**src/hdl/aip_pkg.sv**
```systemverilog
// ----------------------------------------------------------------------------
// aip_pkg
// Shared types, character codes and helpers for the ASCII integer parser.
// ----------------------------------------------------------------------------
package aip_pkg;

  localparam int VALUE_W    = 64;
  localparam int COUNT_BITS = 16;
  localparam int CONSUMED_W = 16;
  localparam int CFG_IDX_W  = 1;
  localparam int CFG_DATA_W = 2;

  localparam logic [COUNT_BITS-1:0] COUNT_MAX = '1;

  // configuration register indexes
  localparam logic [CFG_IDX_W-1:0] CFG_SIGNED_MODE  = 1'b0;
  localparam logic [CFG_IDX_W-1:0] CFG_WIDTH_SELECT = 1'b1;

  // width_select codes
  localparam logic [1:0] WSEL_8  = 2'd0;
  localparam logic [1:0] WSEL_16 = 2'd1;
  localparam logic [1:0] WSEL_32 = 2'd2;
  localparam logic [1:0] WSEL_64 = 2'd3;

  localparam logic [7:0] CH_ZERO  = 8'h30;
  localparam logic [7:0] CH_NINE  = 8'h39;
  localparam logic [7:0] CH_UA    = 8'h41;
  localparam logic [7:0] CH_UF    = 8'h46;
  localparam logic [7:0] CH_LA    = 8'h61;
  localparam logic [7:0] CH_LF    = 8'h66;
  localparam logic [7:0] CH_UX    = 8'h58;
  localparam logic [7:0] CH_LX    = 8'h78;
  localparam logic [7:0] CH_MINUS = 8'h2D;
  localparam logic [7:0] CH_SPACE = 8'h20;
  localparam logic [7:0] CH_TAB   = 8'h09;
  localparam logic [7:0] CH_CR    = 8'h0D;

  typedef enum logic [2:0] {
    PH_LEAD,
    PH_POSTSIGN,
    PH_ZERO,
    PH_DIGITS,
    PH_DONE
  } phase_t;

  function automatic logic [VALUE_W-1:0] width_mask(input logic [1:0] wsel);
    logic [VALUE_W-1:0] m;
    case (wsel)
      WSEL_8:  m = VALUE_W'(64'h0000_0000_0000_00FF);
      WSEL_16: m = VALUE_W'(64'h0000_0000_0000_FFFF);
      WSEL_32: m = VALUE_W'(64'h0000_0000_FFFF_FFFF);
      default: m = '1;
    endcase
    return m;
  endfunction

endpackage

```
**src/hdl/aip_accum.sv**
```systemverilog
// ----------------------------------------------------------------------------
// aip_accum
// Digit decode and one shift-add step of the accumulator in base 10 or 16.
// ----------------------------------------------------------------------------
module aip_accum (
  input  logic [7:0]                   character,
  input  logic                         hex_mode,
  input  logic [1:0]                   width_select,
  input  logic [aip_pkg::VALUE_W-1:0]  acc,
  output logic                         is_digit,
  output logic [aip_pkg::VALUE_W-1:0]  acc_step
);

  logic [3:0]                  digit;
  logic [aip_pkg::VALUE_W-1:0] scaled;

  always_comb begin
    is_digit = 1'b0;
    digit    = 4'd0;
    if (character inside {[aip_pkg::CH_ZERO:aip_pkg::CH_NINE]}) begin
      is_digit = 1'b1;
      digit    = 4'(character - aip_pkg::CH_ZERO);
    end else if (hex_mode && (character inside {[aip_pkg::CH_UA:aip_pkg::CH_UF]})) begin
      is_digit = 1'b1;
      digit    = 4'(character - aip_pkg::CH_UA) + 4'd10;
    end else if (hex_mode && (character inside {[aip_pkg::CH_LA:aip_pkg::CH_LF]})) begin
      is_digit = 1'b1;
      digit    = 4'(character - aip_pkg::CH_LA) + 4'd10;
    end
  end

  // times 16 is a shift, times 10 is 8x + 2x
  assign scaled   = hex_mode ? (acc << 4) : ((acc << 3) + (acc << 1));
  assign acc_step = (scaled + aip_pkg::VALUE_W'(digit)) & aip_pkg::width_mask(width_select);

endmodule

```
**src/hdl/ascii_integer_parser.sv**
```systemverilog
// ----------------------------------------------------------------------------
// ascii_integer_parser
// Streaming atoi: one ASCII character per request, one integer per buffer.
// ----------------------------------------------------------------------------
// Usage:
//   The input channel (char_valid / char_stall) carries one character per
//   request, with no_char for an empty end marker and last on the final
//   request of a buffer. One character is taken every cycle unless a result
//   is parked in the spare register behind the result register.
//   The result channel (result_valid / result_stall) gives one request per
//   buffer: value, ok and consumed. It is registered from the request that ends
//   the parse (a non-digit or the last request), via the spare register if held.
//   Throughput is one character per cycle while char_stall is low; the
//   combinational shift-add on the accumulator is the step that sets it.
//   When a result is held by result_stall and another one is pending,
//   char_stall rises and the input waits; otherwise input keeps flowing.
//   The configuration channel (cfg_valid / cfg_ready) is always ready; the user
//   must write it only between buffers; the block itself does not enforce this.
//   Reset clears the parse state, signed_mode to 0, width_select to 64 bits,
//   and drops any pending result.
// ----------------------------------------------------------------------------
module ascii_integer_parser (
  input  logic                            clk,
  input  logic                            rst,
  input  logic                            char_valid,
  output logic                            char_stall,
  input  logic [7:0]                      character,
  input  logic                            no_char,
  input  logic                            last,
  output logic                            result_valid,
  input  logic                            result_stall,
  output logic [aip_pkg::VALUE_W-1:0]     value,
  output logic                            ok,
  output logic [aip_pkg::CONSUMED_W-1:0]  consumed,
  input  logic                            cfg_valid,
  output logic                            cfg_ready,
  input  logic [aip_pkg::CFG_IDX_W-1:0]   cfg_index,
  input  logic [aip_pkg::CFG_DATA_W-1:0]  cfg_data
);

  logic       signed_mode;
  logic [1:0] width_select;

  aip_pkg::phase_t                phase, phase_next;
  logic                           hex_mode, hex_mode_next;
  logic                           negative, negative_next;
  logic [aip_pkg::VALUE_W-1:0]    accumulator, accumulator_next;
  logic                           digit_seen, digit_seen_next;
  logic [aip_pkg::COUNT_BITS-1:0] consumed_count, consumed_count_next;

  logic                           res_negative;
  logic                           res_signed;
  logic [1:0]                     res_width;
  logic [aip_pkg::VALUE_W-1:0]    res_acc;

  logic                           spare_valid;
  logic                           spare_negative;
  logic                           spare_signed;
  logic [1:0]                     spare_width;
  logic [aip_pkg::VALUE_W-1:0]    spare_acc;
  logic                           spare_ok;
  logic [aip_pkg::CONSUMED_W-1:0] spare_consumed;

  logic                           accept;
  logic                           emit;
  logic                           out_free;
  logic                           is_digit;
  logic                           is_space;
  logic [aip_pkg::VALUE_W-1:0]    acc_step;
  logic [aip_pkg::COUNT_BITS-1:0] count_inc;

  logic [aip_pkg::VALUE_W-1:0]    emit_acc;
  logic                           emit_neg;
  logic                           emit_seen;
  logic [aip_pkg::COUNT_BITS-1:0] emit_count;

  assign cfg_ready  = 1'b1;
  assign char_stall = spare_valid;
  assign accept     = char_valid && !char_stall;
  assign out_free   = !result_valid || !result_stall;

  aip_accum u_accum (
    .character    (character),
    .hex_mode     (hex_mode),
    .width_select (width_select),
    .acc          (accumulator),
    .is_digit     (is_digit),
    .acc_step     (acc_step)
  );

  assign is_space  = character inside {aip_pkg::CH_SPACE, [aip_pkg::CH_TAB:aip_pkg::CH_CR]};
  assign count_inc = (consumed_count != aip_pkg::COUNT_MAX)
                     ? consumed_count + aip_pkg::COUNT_BITS'(1)
                     : consumed_count;

  always_ff @(posedge clk) begin
    if (rst) begin
      signed_mode  <= 1'b0;
      width_select <= aip_pkg::WSEL_64;
    end else if (cfg_valid && cfg_ready) begin
      case (cfg_index)
        aip_pkg::CFG_SIGNED_MODE:  signed_mode  <= cfg_data[0];
        aip_pkg::CFG_WIDTH_SELECT: width_select <= cfg_data[1:0];
        default: ;
      endcase
    end
  end

  always_ff @(posedge clk) begin
    if (rst) begin
      phase          <= aip_pkg::PH_LEAD;
      hex_mode       <= 1'b0;
      negative       <= 1'b0;
      accumulator    <= '0;
      digit_seen     <= 1'b0;
      consumed_count <= '0;
    end else if (accept) begin
      phase          <= phase_next;
      hex_mode       <= hex_mode_next;
      negative       <= negative_next;
      accumulator    <= accumulator_next;
      digit_seen     <= digit_seen_next;
      consumed_count <= consumed_count_next;
    end
  end

  always_comb begin
    logic term;
    term                = 1'b0;
    emit                = 1'b0;
    phase_next          = phase;
    hex_mode_next       = hex_mode;
    negative_next       = negative;
    accumulator_next    = accumulator;
    digit_seen_next     = digit_seen;
    consumed_count_next = consumed_count;

    if (!no_char) begin
      case (phase)
        aip_pkg::PH_LEAD, aip_pkg::PH_POSTSIGN: begin
          if (is_space) begin
            consumed_count_next = count_inc;
          end else if (phase == aip_pkg::PH_LEAD && character == aip_pkg::CH_MINUS
                       && signed_mode) begin
            negative_next       = 1'b1;
            consumed_count_next = count_inc;
            phase_next          = aip_pkg::PH_POSTSIGN;
          end else if (character == aip_pkg::CH_ZERO) begin
            accumulator_next    = '0;
            digit_seen_next     = 1'b1;
            consumed_count_next = count_inc;
            phase_next          = aip_pkg::PH_ZERO;
          end else if (is_digit) begin
            accumulator_next    = acc_step;
            digit_seen_next     = 1'b1;
            consumed_count_next = count_inc;
            phase_next          = aip_pkg::PH_DIGITS;
          end else begin
            phase_next = aip_pkg::PH_DONE;
            term       = 1'b1;
          end
        end
        aip_pkg::PH_ZERO, aip_pkg::PH_DIGITS: begin
          if (phase == aip_pkg::PH_ZERO
              && (character == aip_pkg::CH_LX || character == aip_pkg::CH_UX)) begin
            hex_mode_next       = 1'b1;
            digit_seen_next     = 1'b0;
            consumed_count_next = count_inc;
            phase_next          = aip_pkg::PH_DIGITS;
          end else if (is_digit) begin
            accumulator_next    = acc_step;
            digit_seen_next     = 1'b1;
            consumed_count_next = count_inc;
            phase_next          = aip_pkg::PH_DIGITS;
          end else begin
            phase_next = aip_pkg::PH_DONE;
            term       = 1'b1;
          end
        end
        default: ;
      endcase
    end

    emit = term || (last && phase_next != aip_pkg::PH_DONE);

    // the result takes the post-step state, before the end-of-buffer clear
    emit_acc   = accumulator_next;
    emit_neg   = negative_next;
    emit_seen  = digit_seen_next;
    emit_count = consumed_count_next;

    // end of buffer: drop all parse state
    if (last) begin
      phase_next          = aip_pkg::PH_LEAD;
      hex_mode_next       = 1'b0;
      negative_next       = 1'b0;
      accumulator_next    = '0;
      digit_seen_next     = 1'b0;
      consumed_count_next = '0;
    end
  end

  // result register with a spare behind it; park a new result in the spare
  // while the result register is held
  always_ff @(posedge clk) begin
    if (rst) begin
      result_valid <= 1'b0;
      spare_valid  <= 1'b0;
    end else if (out_free) begin
      result_valid <= spare_valid || (accept && emit);
      spare_valid  <= 1'b0;
    end else if (accept && emit) begin
      spare_valid  <= 1'b1;
    end
  end

  always_ff @(posedge clk) begin
    if (out_free && spare_valid) begin
      res_acc      <= spare_acc;
      res_negative <= spare_negative;
      res_signed   <= spare_signed;
      res_width    <= spare_width;
      ok           <= spare_ok;
      consumed     <= spare_consumed;
    end else if (out_free && accept && emit) begin
      res_acc      <= emit_acc & aip_pkg::width_mask(width_select);
      res_negative <= emit_neg;
      res_signed   <= signed_mode;
      res_width    <= width_select;
      ok           <= emit_seen;
      consumed     <= aip_pkg::CONSUMED_W'(emit_count);
    end
  end

  always_ff @(posedge clk) begin
    if (!out_free && accept && emit) begin
      spare_acc      <= emit_acc & aip_pkg::width_mask(width_select);
      spare_negative <= emit_neg;
      spare_signed   <= signed_mode;
      spare_width    <= width_select;
      spare_ok       <= emit_seen;
      spare_consumed <= aip_pkg::CONSUMED_W'(emit_count);
    end
  end

  // negate and sign-extend from the captured width
  always_comb begin
    logic [aip_pkg::VALUE_W-1:0] mask;
    logic [aip_pkg::VALUE_W-1:0] v;
    logic                        sign;
    mask = aip_pkg::width_mask(res_width);
    v    = res_negative ? ((~res_acc + aip_pkg::VALUE_W'(1)) & mask) : res_acc;
    case (res_width)
      aip_pkg::WSEL_8:  sign = v[7];
      aip_pkg::WSEL_16: sign = v[15];
      aip_pkg::WSEL_32: sign = v[31];
      default:          sign = 1'b0;
    endcase
    if (res_signed && sign) begin
      v = v | ~mask;
    end
    value = v;
  end

endmodule

```
**config.mk**
```make
export PLATFORM = sky130hd
export DESIGN_NAME = ascii_integer_parser
export DESIGN_NICKNAME = d
export VERILOG_FILES = /design/src/hdl/aip_pkg.sv /design/src/hdl/aip_accum.sv /design/src/hdl/ascii_integer_parser.sv
export SDC_FILE = /design/constraint.sdc
export NUM_CORES = 1
export LEC_CHECK = 0
export BUFFER_PORTS_ARGS = -buffer_cell sky130_fd_sc_hd__buf_2
export CAP_MARGIN = 20
export CORE_ASPECT_RATIO = 1.5
export CORE_MARGIN = 2
export CORE_UTILIZATION = 52
export CTS_CLUSTER_SIZE = 16
export DETAILED_ROUTE_END_ITERATION = 12
export PLACE_DENSITY = 0.75
export SYNTH_ARGS = -nofsm -noshare
export SYNTH_HDL_FRONTEND = slang
export SYNTH_SLANG_ARGS = --single-unit
```
**constraint.sdc**
```tcl
create_clock -name clk -period 9.1 [get_ports clk]
set_clock_uncertainty 0.1 [all_clocks]
set_input_delay 0.91 -clock clk [delete_from_list [all_inputs] [get_ports clk]]
set_output_delay 0.91 -clock clk [all_outputs]
set_load 0.01 [all_outputs]
```
* After elaboration in Yosys (flattened, before gate mapping)
Index checks and enable logic that the tools add are counted.
Storage, ports and cells: flip-flop bits (word level) 261, output and inout port bits 84, logic and storage cells 177
Cells by class: add/subtract/negate cells 9, $lt $le $gt $ge 8, eq/ne operators 15, mux-type cells 76, bitwise gates (word level) 8, reductions and logical operators 39
Operators by type and width (count):
- $mux W64 | 15
- $pmux W64 S3 | 2
- $and A64 B64 Y64 | 4
- $mux W16 | 10
- $not A64 Y64 | 2
- $pmux W64 S2 | 1
- $add A64 B1 Y64 const B | 1
- $add A64 B4 Y64 | 1
- $add A64 B64 Y64 | 1
- $or A64 B64 Y64 | 1
- $pmux W16 S2 | 1
- $mux W1 | 31
- $eq A8 B6 Y1 const B | 3
- $mux W3 | 7
- $logic_and A1 B1 Y1 | 18
- $add A16 B1 Y16 const B | 1
- $eq A8 B7 Y1 const B | 2
- $ge A8 B7 Y1 const B | 2
- $le A8 B7 Y1 const B | 2
- $ne A16 B16 Y1 const B | 1
- $mux W4 | 3
- $sub A4 B1 Y4 const B | 3
- $add A4 B4 Y4 const B | 2
- $ge A8 B4 Y1 const B | 1
- other kinds (22) | 40

* Depth between registers and ports, before layout
word-level depth 21, mapped depth 26, depth with buffers taken out 23

* Modules after synthesis
Synthesis repeated with hierarchy kept, for this count alone.
Unflattened totals: cell total of the unflattened synthesis 2483, area, all modules 20792.4 µm²
By module, submodules not included:
- ascii_integer_parser | times used 1, cells each 1313, area an instance 13223.9 µm², seq. area each 6926.6 µm²
- aip_accum | times used 1, cells each 1170, area an instance 7568.5 µm², seq. area each 0.0 µm²

* Least setup slack after synthesis
Ideal clock, no wire load.
path kind input -> register, start input port character[1], end register consumed[0] (netlist name), enable pin, arrival 6.837 ns, required time 8.444 ns, setup slack 1.606 ns, cell stages on the path 13, cell sequence inv_1 > ha_1 > nor3b_1 > nor2_1 > a32oi_1 > nand3_1 > mux2_2 > nand2b_1 > nor2_1 > nor2_1 > o21ai_0 > a21oi_1 > a21oi_1
On the way: cells in the longest elaborated chain, start to end 17, elaborated cells on any way between the ends 46
Ends and longest elaborated chain:
- from (decl) | line ascii_integer_parser.sv:27 | input logic [7:0] character,
- $ge A8 B7 Y1 / $le A8 B7 Y1 (equally long branches) | line aip_accum.sv:26 | end else if (hex_mode && (character inside {[aip_pkg::CH_LA:aip_pkg::CH_LF]})) begin
- $logic_and A1 B1 Y1 (2 in series) | line aip_accum.sv:26
- $mux W1 | line aip_accum.sv:26
- $mux W1 | line aip_accum.sv:23 | end else if (hex_mode && (character inside {[aip_pkg::CH_UA:aip_pkg::CH_UF]})) begin
- $mux W1 | line aip_accum.sv:20 | if (character inside {[aip_pkg::CH_ZERO:aip_pkg::CH_NINE]}) begin
- $mux W3 | line ascii_integer_parser.sv:153, ascii_integer_parser.sv:170
- $mux W3 | line ascii_integer_parser.sv:148 | end else if (character == aip_pkg::CH_ZERO) begin
- $mux W3 | line ascii_integer_parser.sv:143 | end else if (phase == aip_pkg::PH_LEAD && character == aip_pkg::CH_MINUS
- $mux W3 | line ascii_integer_parser.sv:141 | if (is_space) begin
- $pmux W3 S2 | line ascii_integer_parser.sv:139 | case (phase)
- $mux W3 | line ascii_integer_parser.sv:138 | if (!no_char) begin
- $ne A3 B3 Y1 | line ascii_integer_parser.sv:184 | emit = term || (last && phase_next != aip_pkg::PH_DONE);
- $logic_and A1 B1 Y1 | line ascii_integer_parser.sv:184
- $logic_or A1 B1 Y1 * | line ascii_integer_parser.sv:184
- $logic_and A1 B1 Y1 * | line ascii_integer_parser.sv:225 | end else if (out_free && accept && emit) begin
- $reduce_bool A2 Y1 (no source line) *
- to (signal assigned) | line ascii_integer_parser.sv:224 | consumed <= spare_consumed;
- to (signal assigned) | line ascii_integer_parser.sv:231 | consumed <= aip_pkg::CONSUMED_W'(emit_count);
- to (decl) | line ascii_integer_parser.sv:34 | output logic [aip_pkg::CONSUMED_W-1:0] consumed,
Mark *: on every way between the ends. The rest lies on a longest branch, timed or not. A chain may end at the register's enable or synchronous reset.

* Final worst setup path
start register hex_mode, end register res_acc[60] (netlist name) (data pin)
On the way: cells in the longest elaborated chain, start to end 15, elaborated cells on any way between the ends 21
Ends and longest elaborated chain:
- from (decl) | line ascii_integer_parser.sv:45 | logic hex_mode, hex_mode_next;
- from (signal assigned) | line ascii_integer_parser.sv:119 | hex_mode <= hex_mode_next;
- $logic_and A1 B1 Y1 | line aip_accum.sv:26
- $mux W4 | line aip_accum.sv:26
- $mux W4 | line aip_accum.sv:23
- $mux W4 | line aip_accum.sv:20
- $add A64 B4 Y64 | line aip_accum.sv:34 | assign acc_step = (scaled + aip_pkg::VALUE_W'(digit)) & aip_pkg::width_mask(width_select);
- $and A64 B64 Y64 | line aip_accum.sv:34
- $mux W64 * | line ascii_integer_parser.sv:153, ascii_integer_parser.sv:170
- $mux W64 | line ascii_integer_parser.sv:148
- $mux W64 | line ascii_integer_parser.sv:143
- $mux W64 | line ascii_integer_parser.sv:141
- $pmux W64 S2 * | line ascii_integer_parser.sv:139
- $mux W64 * | line ascii_integer_parser.sv:138
- $and A64 B64 Y64 * | line ascii_integer_parser.sv:226 | res_acc <= emit_acc & aip_pkg::width_mask(width_select);
- $mux W64 * | line ascii_integer_parser.sv:225
- $mux W64 * | line ascii_integer_parser.sv:218 | if (out_free && spare_valid) begin
- to (signal assigned) | line ascii_integer_parser.sv:219 | res_acc <= spare_acc;
- to (signal assigned) | line ascii_integer_parser.sv:226
- to (decl) | line ascii_integer_parser.sv:54 | logic [aip_pkg::VALUE_W-1:0] res_acc;
Mark *: on every way between the ends. The rest lies on a longest branch, timed or not. The select of a mux whose other input is x is not followed.

==> results.tsv <==
metric	value	unit
yosysUniqueCellTypes	95	
leakagePower	0.00772	uW
grt_pass1_wl	87.8	mm
rows	86	
worst_slew_pin_slew	1.09	ns
peakVddDrop	100	uV
finalHoldViolCount	0	
drtPass1Iterations	6	
ys_seq_area_frac	0.361	
run_status	finished clean	
worstSetupPathType	reg -> reg	
cts_tree	built	
path_common_cell	nand2_1	
whs	0.391	ns
fp.dieH	239	um
finish.utilization	0.565	
ys_top_cells_by_area	edfxtp_1 27%, dfxtp_1 9.5%, nand2_1 5.9%	
synth_top_area_cell	edfxtp_1	
crit_slowest_cell	clkinv_2	
grt_max_degree	78	
p_total	2530	uW
maxSlewHeadroom	0.270	
maxCapViolations	0	
io_pins	102	
routedWlPerCell	19.6	um
post-route-drc-count	0	
crit_fanout	46	
worstPathArrival	6.98	ns
synthArstFlopShare	0	
critical_path_buf_inv_count	2	
synth-seq-cells	261	
synth_most_common_cell	nand2_1	
clock.fmax	147	MHz
rsz0062_at_grt	no	
synth-main-ff-cell	edfxtp_1	
track_usage	0.277	
worstPathRequired	9.26	ns
cellPowerDensity	123	nW/um^2
cp_top_family	simple AND/OR/NAND/NOR gates	
antenna_found_initial	0	
netlist_area	19200	um^2
ys_warn_count	0	
worstPathCellList	clkinv_2 -> nor4b_1 -> and3_1 -> inv_1 -> o21ai_0 -> nand2_1 -> nand2_1 -> ha_1 -> a21o_1 -> a21oi_1 -> or3_1 -> a211oi_2 -> nand4_1 -> nand2b_1 -> nand4bb_1 -> or3b_2 -> nor3_4 -> nand4b_1 -> xor2_1 -> a22o_1 -> mux2_2	
n_antenna_cell	0	
cts_hold_buf	0	
ys_top_cells_by_count	299 x nand2_1, 236 x nor2_1, 192 x o21ai_0	
overflow	0	
cts.sinks	261	
port_buffers	100	
synth_edf_count	170	
post-dp-hpwl	41.0	mm
grt_pass1_vias	16900	
ant_nets	0	
slowest_delay	0.76	ns
cp-end-kind	flip-flop	
synthesis.instances	2281	
die_area	38500	um^2
area_growth	7.71	%
layout_min_cycle_time	6.82	ns
drv_slew	0	
start_kind	flip-flop	
htreeDepth	1	
finalCritPeriodShare	0.749	
die_w	161	um
drive_above_1_share	0.106	
core_area	36600	um^2
clk_pin_slew	0.07	ns
hp-class	reg -> reg	
placed_area	19900	um^2
netlist.area_leader.share	0.266	
cts_setup_buffers	0	
syn_avg_cell_area	8.41	um^2
wirelength	54.6	mm
gp_congestion	0.944	
viasPerCell	6.39	
setup_tns	0	ns
routed-via-count	17800	
nFillCells	3301	
syn-num-nets	2371	
start_util	0.524	
drt-initial-drc-count	1537	
clockBufferDepth	3	
finalSetupViolations	0	
cts_resized	0	
numCtsBuffers	23	
design_area	20700	um^2
clk_latency	0.54	ns
nets	2379	
clockRootBuffer	clkbuf_16	
-- layout make-up --
type | count | area [um^2] | share of cell area
inverters | 40 | 151 | 0.00733
clock inverters | 9 | 87.6 | 0.00424
flip-flops and latches | 261 | 6930 | 0.335
clock buffers | 33 | 644 | 0.0312
well taps | 484 | 606 | 0.0293
multi-input cells | 1846 | 11600 | 0.562
repair buffers | 117 | 628 | 0.0304
-- state kept, by name (all words and copies together), names as in the netlist, 3 cells and up --
register / flops
spare_consumed: 16
spare_acc: 64
consumed: 16
res_acc: 64
accumulator: 64
consumed_count: 16
phase: 3
-- worst register-to-register path, cell delays in order (launching register included) --
cell,delay (ns)
dfxtp_4,0.60
clkinv_2,0.77
nor4b_1,0.50
and3_1,0.31
inv_1,0.05
o21ai_0,0.15
nand2_1,0.07
nand2_1,0.11
ha_1,0.15
a21o_1,0.11
a21oi_1,0.08
or3_1,0.37
a211oi_2,0.27
nand4_1,0.19
nand2b_1,0.25
nand4bb_1,0.49
or3b_2,0.68
nor3_4,0.44
nand4b_1,0.17
xor2_1,0.20
a22o_1,0.24
mux2_2,0.26
-- path summary, 6_finish.rpt --
path | startpoint | end | slack [ns] | cells past startpoint
worst min register to register | accumulator[63] | accumulator[63] | 0.39 | 1
worst max-delay path | hex_mode | res_acc[60] | 2.28 | 21
worst min-delay path | accumulator[63] | accumulator[63] | 0.39 | 1
worst max register to register | hex_mode | res_acc[60] | 2.28 | 21
-- metrics by stage --
stage	cells	worst slack, ns
global route	2790	1.90
detailed placement	2748	2.38
finish	2790	2.28
global placement	2748	2.54
CTS	2790	2.39
floorplan	2281	1.61
-- cell usage in the layout, fill, tap and decap left out, types with 24 or more instances in the layout --
cell	n
a21o_1	28
a21oi_1	127
a22o_1	28
a22oi_1	52
and2_1	40
buf_2	100
clkbuf_16	24
dfxtp_1	90
edfxtp_1	170
ha_1	70
inv_1	39
mux2_2	47
mux2i_1	25
nand2_1	298
nand3_1	55
nand4_1	57
nor2_1	234
nor3_1	55
o21ai_0	192
o31ai_1	37
xnor2_1	51
xor2_1	83
-- power breakdown --
group | internal (uW) | leakage [uW] | switching (uW)
Sequential | 1290 | 0.00235 | 28.7
Combinational | 78.8 | 0.00501 | 165
Clock | 528 | 0.000360 | 440
Total | 1900 | 0.00772 | 634
-- logic make-up (layout without fill, tap and decap cells) --
logic type	Yosys count	count (layout)	synth area share
adders and majority gates	72	72	0.0478
other	1	1	0.000196
buffers and inverters	174	199	0.0359
AOI/OAI and AO/OA	663	663	0.227
and+or+nand+nor	904	904	0.226
DFF	261	261	0.361
muxes	72	72	0.0406
xor gates and xnor gates	134	134	0.0612
-- per-layer routing --
| metal | part of all wire | vias up | wire, um | GRT usage |
|---|---|---|---|---|
| met5 | 0 | - | 0 | 0 |
| met4 | 0.022 | 0 | 1220 | 0.0755 |
| met3 | 0.064 | 94 | 3510 | 0.0197 |
| met2 | 0.48 | 709 | 26100 | 0.475 |
| met1 | 0.44 | 8508 | 23800 | 0.380 |
| li1 | - | 8518 | - | - |
Power figures use the tool's default switching activity.
